**config.mk**
```make
export PLATFORM = sky130hd
export DESIGN_NAME = apqc_ctrl
export DESIGN_NICKNAME = d
export VERILOG_FILES = /design/src/hdl/apqc_pkg.sv /design/src/hdl/apqc_ctrl.sv
export SDC_FILE = /design/constraint.sdc
export NUM_CORES = 1
export LEC_CHECK = 0
export ABC_AREA = 0
export BUFFER_PORTS_ARGS = -buffer_cell sky130_fd_sc_hd__buf_4
export CORE_AREA = 2 2 39 41
export DETAILED_ROUTE_END_ITERATION = 16
export DIE_AREA = 0 0 41 43
export PLACE_DENSITY_LB_ADDON = 0.15
export SLEW_MARGIN = 20
export SYNTH_ARGS = -nofsm -noshare
export SYNTH_HDL_FRONTEND = slang
export SYNTH_SLANG_ARGS = --single-unit
export TNS_END_PERCENT = 10
```
**constraint.sdc**
```tcl
create_clock -name clk -period 3.9 [get_ports clk]
set_input_delay 0.585 -clock clk [delete_from_list [all_inputs] [get_ports clk]]
set_output_delay 0.585 -clock clk [all_outputs]
set_load 0.01 [all_outputs]
```
**src/hdl/apqc_pkg.sv**
```systemverilog
// Shared types and constants for the aging priority queue with cancel.
`default_nettype none

package apqc_pkg;

    // Field widths fixed by the item format
    localparam int OPCODE_W = 2;
    localparam int TIME_W   = 30;
    localparam int NAME_W   = 64;
    localparam int SEV_W    = 20;
    localparam int STATUS_W = 2;
    localparam int WEIGHT_W = 24;
    localparam int PROD_W   = WEIGHT_W + TIME_W;
    // Key spans -(2^54) .. 2^20, so 56 signed bits hold it exactly
    localparam int KEY_W    = PROD_W + 2;

    // Opcodes
    localparam logic [OPCODE_W-1:0] OP_ARRIVE = 2'd0;
    localparam logic [OPCODE_W-1:0] OP_SERVE  = 2'd1;
    localparam logic [OPCODE_W-1:0] OP_LEAVE  = 2'd2;

    // Result status codes
    localparam logic [STATUS_W-1:0] ST_SERVED = 2'd0;
    localparam logic [STATUS_W-1:0] ST_EMPTY  = 2'd1;
    localparam logic [STATUS_W-1:0] ST_FULL   = 2'd2;

    // Configuration port
    localparam int PADDR_W = 3;
    localparam int PDATA_W = 32;
    localparam logic REG_AGING_WEIGHT = 1'b0;
    localparam logic [WEIGHT_W-1:0] AGING_WEIGHT_RESET = 24'd1;

    // Controller to datapath commands
    typedef struct packed {
        logic                in_ready;
        logic                load;
        logic                scan_start;
        logic                scan_issue;
        logic                eval;
        logic                wr_clear;
        logic                wr_arrive;
        logic                wr_leave;
        logic                wr_serve;
        logic                res_load;
        logic [STATUS_W-1:0] res_status;
    } apqc_cmd_t;

    // Datapath to controller status
    typedef struct packed {
        logic [OPCODE_W-1:0] op;
        logic                full;
        logic                empty;
        logic                issue_left;
        logic                clear_last;
        logic                hit;
        logic                last;
        logic                out_free;
    } apqc_stat_t;

endpackage

`default_nettype wire

```
**src/hdl/apqc_ctrl.sv**
```systemverilog
// Controller state machine: clear pass, dispatch, scan and result sequencing.
`default_nettype none

module apqc_ctrl (
    input  wire logic                   clk,
    input  wire logic                   rst_n,
    input  wire logic                   in_valid,
    input  wire apqc_pkg::apqc_stat_t   stat,
    output apqc_pkg::apqc_cmd_t         cmd
);

    typedef enum logic [2:0] {
        S_CLEAR,
        S_IDLE,
        S_DISPATCH,
        S_SCAN,
        S_SERVE_WR,
        S_RESULT
    } state_t;

    state_t                            state_reg, state_next;
    logic [apqc_pkg::STATUS_W-1:0]     res_status_reg, res_status_next;

    // State and registered result code
    always_ff @(posedge clk or negedge rst_n)
    begin
        if (!rst_n)
        begin
            state_reg      <= S_CLEAR;
            res_status_reg <= apqc_pkg::ST_SERVED;
        end
        else
        begin
            state_reg      <= state_next;
            res_status_reg <= res_status_next;
        end
    end

    // Next state and commands
    always_comb
    begin
        cmd             = '0;
        cmd.res_status  = res_status_reg;
        state_next      = state_reg;
        res_status_next = res_status_reg;
        case (state_reg)
            S_CLEAR:
            begin
                cmd.wr_clear = 1'b1;
                if (stat.clear_last)
                    state_next = S_IDLE;
            end
            S_IDLE:
            begin
                cmd.in_ready = 1'b1;
                if (in_valid)
                begin
                    cmd.load   = 1'b1;
                    state_next = S_DISPATCH;
                end
            end
            S_DISPATCH:
            begin
                cmd.scan_start = 1'b1;
                case (stat.op)
                    apqc_pkg::OP_ARRIVE:
                    begin
                        if (stat.full)
                        begin
                            res_status_next = apqc_pkg::ST_FULL;
                            state_next      = S_RESULT;
                        end
                        else
                            state_next = S_SCAN;
                    end
                    apqc_pkg::OP_SERVE:
                    begin
                        if (stat.empty)
                        begin
                            res_status_next = apqc_pkg::ST_EMPTY;
                            state_next      = S_RESULT;
                        end
                        else
                            state_next = S_SCAN;
                    end
                    apqc_pkg::OP_LEAVE:
                    begin
                        state_next = stat.empty ? S_IDLE : S_SCAN;
                    end
                    default:
                        state_next = S_IDLE;
                endcase
            end
            S_SCAN:
            begin
                cmd.scan_issue = stat.issue_left;
                cmd.eval       = 1'b1;
                case (stat.op)
                    apqc_pkg::OP_ARRIVE:
                    begin
                        // first free slot takes the entry
                        if (stat.hit)
                        begin
                            cmd.wr_arrive = 1'b1;
                            state_next    = S_IDLE;
                        end
                    end
                    apqc_pkg::OP_LEAVE:
                    begin
                        if (stat.hit)
                        begin
                            cmd.wr_leave = 1'b1;
                            state_next   = S_IDLE;
                        end
                        else if (stat.last)
                            state_next = S_IDLE;
                    end
                    apqc_pkg::OP_SERVE:
                    begin
                        if (stat.last)
                        begin
                            res_status_next = apqc_pkg::ST_SERVED;
                            state_next      = S_SERVE_WR;
                        end
                    end
                    default:
                        state_next = S_IDLE;
                endcase
            end
            S_SERVE_WR:
            begin
                cmd.wr_serve = 1'b1;
                state_next   = S_RESULT;
            end
            S_RESULT:
            begin
                // wait for the output register to free up
                if (stat.out_free)
                begin
                    cmd.res_load = 1'b1;
                    state_next   = S_IDLE;
                end
            end
            default:
                state_next = S_IDLE;
        endcase
    end

endmodule

`default_nettype wire

```
==> flow_summary.yaml <==
run_status:
  outcome: "finished, final reports clean"
logic_synthesis:
  syn-cell-area_um2: 500.5
  synth_nets: 66
  async_flop_share_pct: 100.0
  synth_cell_type_count: 33
  yosys_warnings: 0
  seq_area_frac_synth_pct: 25.00
  synth_top_area_cell: "dfrtp_1"
  synth-edff-count: 0
  yosys-top-cells-count: "5 x dfrtp_1, 5 x nor2_1, 4 x nand2_1"
  ys_ff_latch: 5
  avgSynthCellArea_um2: 9.268
  synth_cells: 54
  ys.flop_type: "dfrtp_1"
  synth.area.top_cells: "dfrtp_1 25%, buf_6 6.7%, nand2b_4 5.5%"
  synth_top_area_share_pct: 25.00
clock_network:
  clkSinkCount: 5
  cts_hold_buf: 0
  cts-resized-gates: 0
  clockRootBuffer: "clkbuf_4"
  clock_path_buffers: 2
  insertion_delay_ns: 0.23
  numCtsBuffers: 3
  ctsHtreeMaxLevel: 1
  cts_setup_buffers: 0
  path_clk_slew_ns: 0.04
  tritoncts: "built"
power:
  p_leak_nw: 0.3172
  sw_frac_of_total_pct: 41.27
  power_density_nw_per_um2: 589.4
  p_clk_share_pct: 14.3
  p_sw_mw: 0.1638
  peakVddDrop_v: 0.0003735
  seqPwrFrac_pct: 29.7
  p_int_mw: 0.2330
  combPwrFrac_pct: 56.0
worst_setup_path:
  path_cells: "and3b_1 > and4b_1 > buf_4"
  worstPathMaxFanout: 14
  worstSetupPathType: "reg2out"
  crit_slowest_cell: "dfrtp_1"
  crit_path_start_kind: "flip-flop"
  cpPeakStageDelay_ns: 0.59
  cp.required_ns: 3.31
  cp.arrival_ns: 1.57
  cp-end-kind: "output port"
route:
  drtPass1Iterations: 2
  routedWlPerCell_um: 10.83
  routed_wl_um: 996
  drtAntennaViolNets: 0
  num_vias: 455
  avgViaCountPerCell: 4.946
  first_iter_violations: 2
  drc: 0
timing:
  rsz0062_at_grt: "false"
  max_freq_mhz: 463.4
  setup_viol: 0
  slew_headroom_pct: 70.68
  slew_violations: 0
  finalCriticalPeriod_ns: 2.158
  worst_clock_skew_ns: 0.0007526
  whs_ns: 0.1404
  hold_viol: 0
  min_period_over_period_pct: 55.33
  tns_ns: 0
  finalWorstSetupSlack_ns: 1.742
  tightest_slew_ns: 0.4361
global_routing:
  overflow: 0
  grt.total_usage_pct: 12.16
  antenna_found_initial: 0
  grt_pass1_wl_um: 1531
  grt_start_max_net_pins: 15
  grt_pass1_vias: 371
cells_and_area:
  largest_reg_flops: 3
  synthToLayoutAreaGrowth_pct: 34.50
  layout-drive-gt1-share_pct: 46.05
  final_area_um2: 673.1
  finalNetCount: 89
  antenna_cells: 0
die:
  start_util_pct: 36.17
  die_x_um: 41
  die-area_um2: 1763
  pin_count: 24
  die_h_um: 43
  core_area_um2: 1384
  rows: 14
run:
  cap_violations: 0
placed_design:
  hpwl_um: 815
  globalplace.congestion: 0.6818
  port_buffers: 23
  pre_cts_slack_ns: 2.002
  dpl_cell_area_um2: 646.9
hold_path:
  hold_path_class: "in2async"
-- cell type report --
type / instances / area [um^2]
flip-flops and latches: 5 / 125.1
clock buffers: 4 / 26.28
inverters: 2 / 7.507
repair buffers: 23 / 172.7
well taps: 16 / 20.02
multi-input cells: 42 / 321.6
fillers: 137 / 710.7
-- layer usage --
layer,track usage [%],vias to the layer above,wire (um)
li1,-,242,-
met1,18.54,204,480
met2,17.19,9,471
met3,0,0,43
met4,6.000,0,0
met5,0,-,0
-- power by group through the flow --
stage / logic [mW] / registers, mW / clock network [mW]
4_1_cts: 0.227 / 0.118 / 0.0602
5_1_grt: 0.246 / 0.126 / 0.0622
6_report: 0.222 / 0.118 / 0.0567
2_1_floorplan: 0.185 / 0.0946 / 0
3_3_place_gp: 0.226 / 0.119 / 0
3_5_place_dp: 0.226 / 0.119 / 0
-- cell usage in the layout, fill, tap and decap left out, drive strengths merged, types with 2 or more instances in the layout --
| cell type | n |
|---|---|
| buf | 23 |
| nor2 | 5 |
| dfrtp | 5 |
| nand2b | 5 |
| nand2 | 4 |
| clkbuf | 4 |
| nor3 | 3 |
| a21oi | 3 |
| o21ai | 3 |
| inv | 2 |
-- cells by family after synthesis --
group / count (synthesis) / synth area share (%)
multiplexers: 2 / 4.250
AO/OA/AOI/OAI: 17 / 29.25
AND/OR/NAND/NOR: 23 / 30.75
flip-flops: 5 / 25.00
buffers and inverters: 7 / 10.75
-- stage by stage --
step / power (mW) / cells / utilization (%)
finish: 0.3967 / 92 / 48.64
global route: 0.4344 / 92 / 48.64
CTS: 0.4052 / 92 / 48.64
detailed placement: 0.3448 / 88 / 46.75
global placement: 0.3449 / 88 / 46.75
floorplan: 0.2801 / 54 / -
-- worst paths after layout --
| path | start | endpoint | slack [ns] | cells after the start |
|---|---|---|---|---|
| setup reg to reg | state_reg[2] | res_status_reg[1] | 2.36 | 4 |
| hold reg to reg | res_status_reg[1] | res_status_reg[1] | 0.51 | 1 |
| hold / removal | rst_n | state_reg[1] | 0.14 | 1 |
| max in group asynchronous | rst_n | res_status_reg[1] | 3.66 | 1 |
| setup / recovery | state_reg[0] | cmd[4] | 1.74 | 3 |
| min in group clk | res_status_reg[1] | res_status_reg[1] | 0.51 | 1 |
-- worst max-delay path: cells and delay by family (launching register included) --
| kind | cells | cell delay, ns |
|---|---|---|
| AND/OR/NAND/NOR | 2 | 0.62 |
| buffers and inverters | 1 | 0.12 |
| flip-flops | 1 | 0.59 |
(Power assumes the default switching activity.)
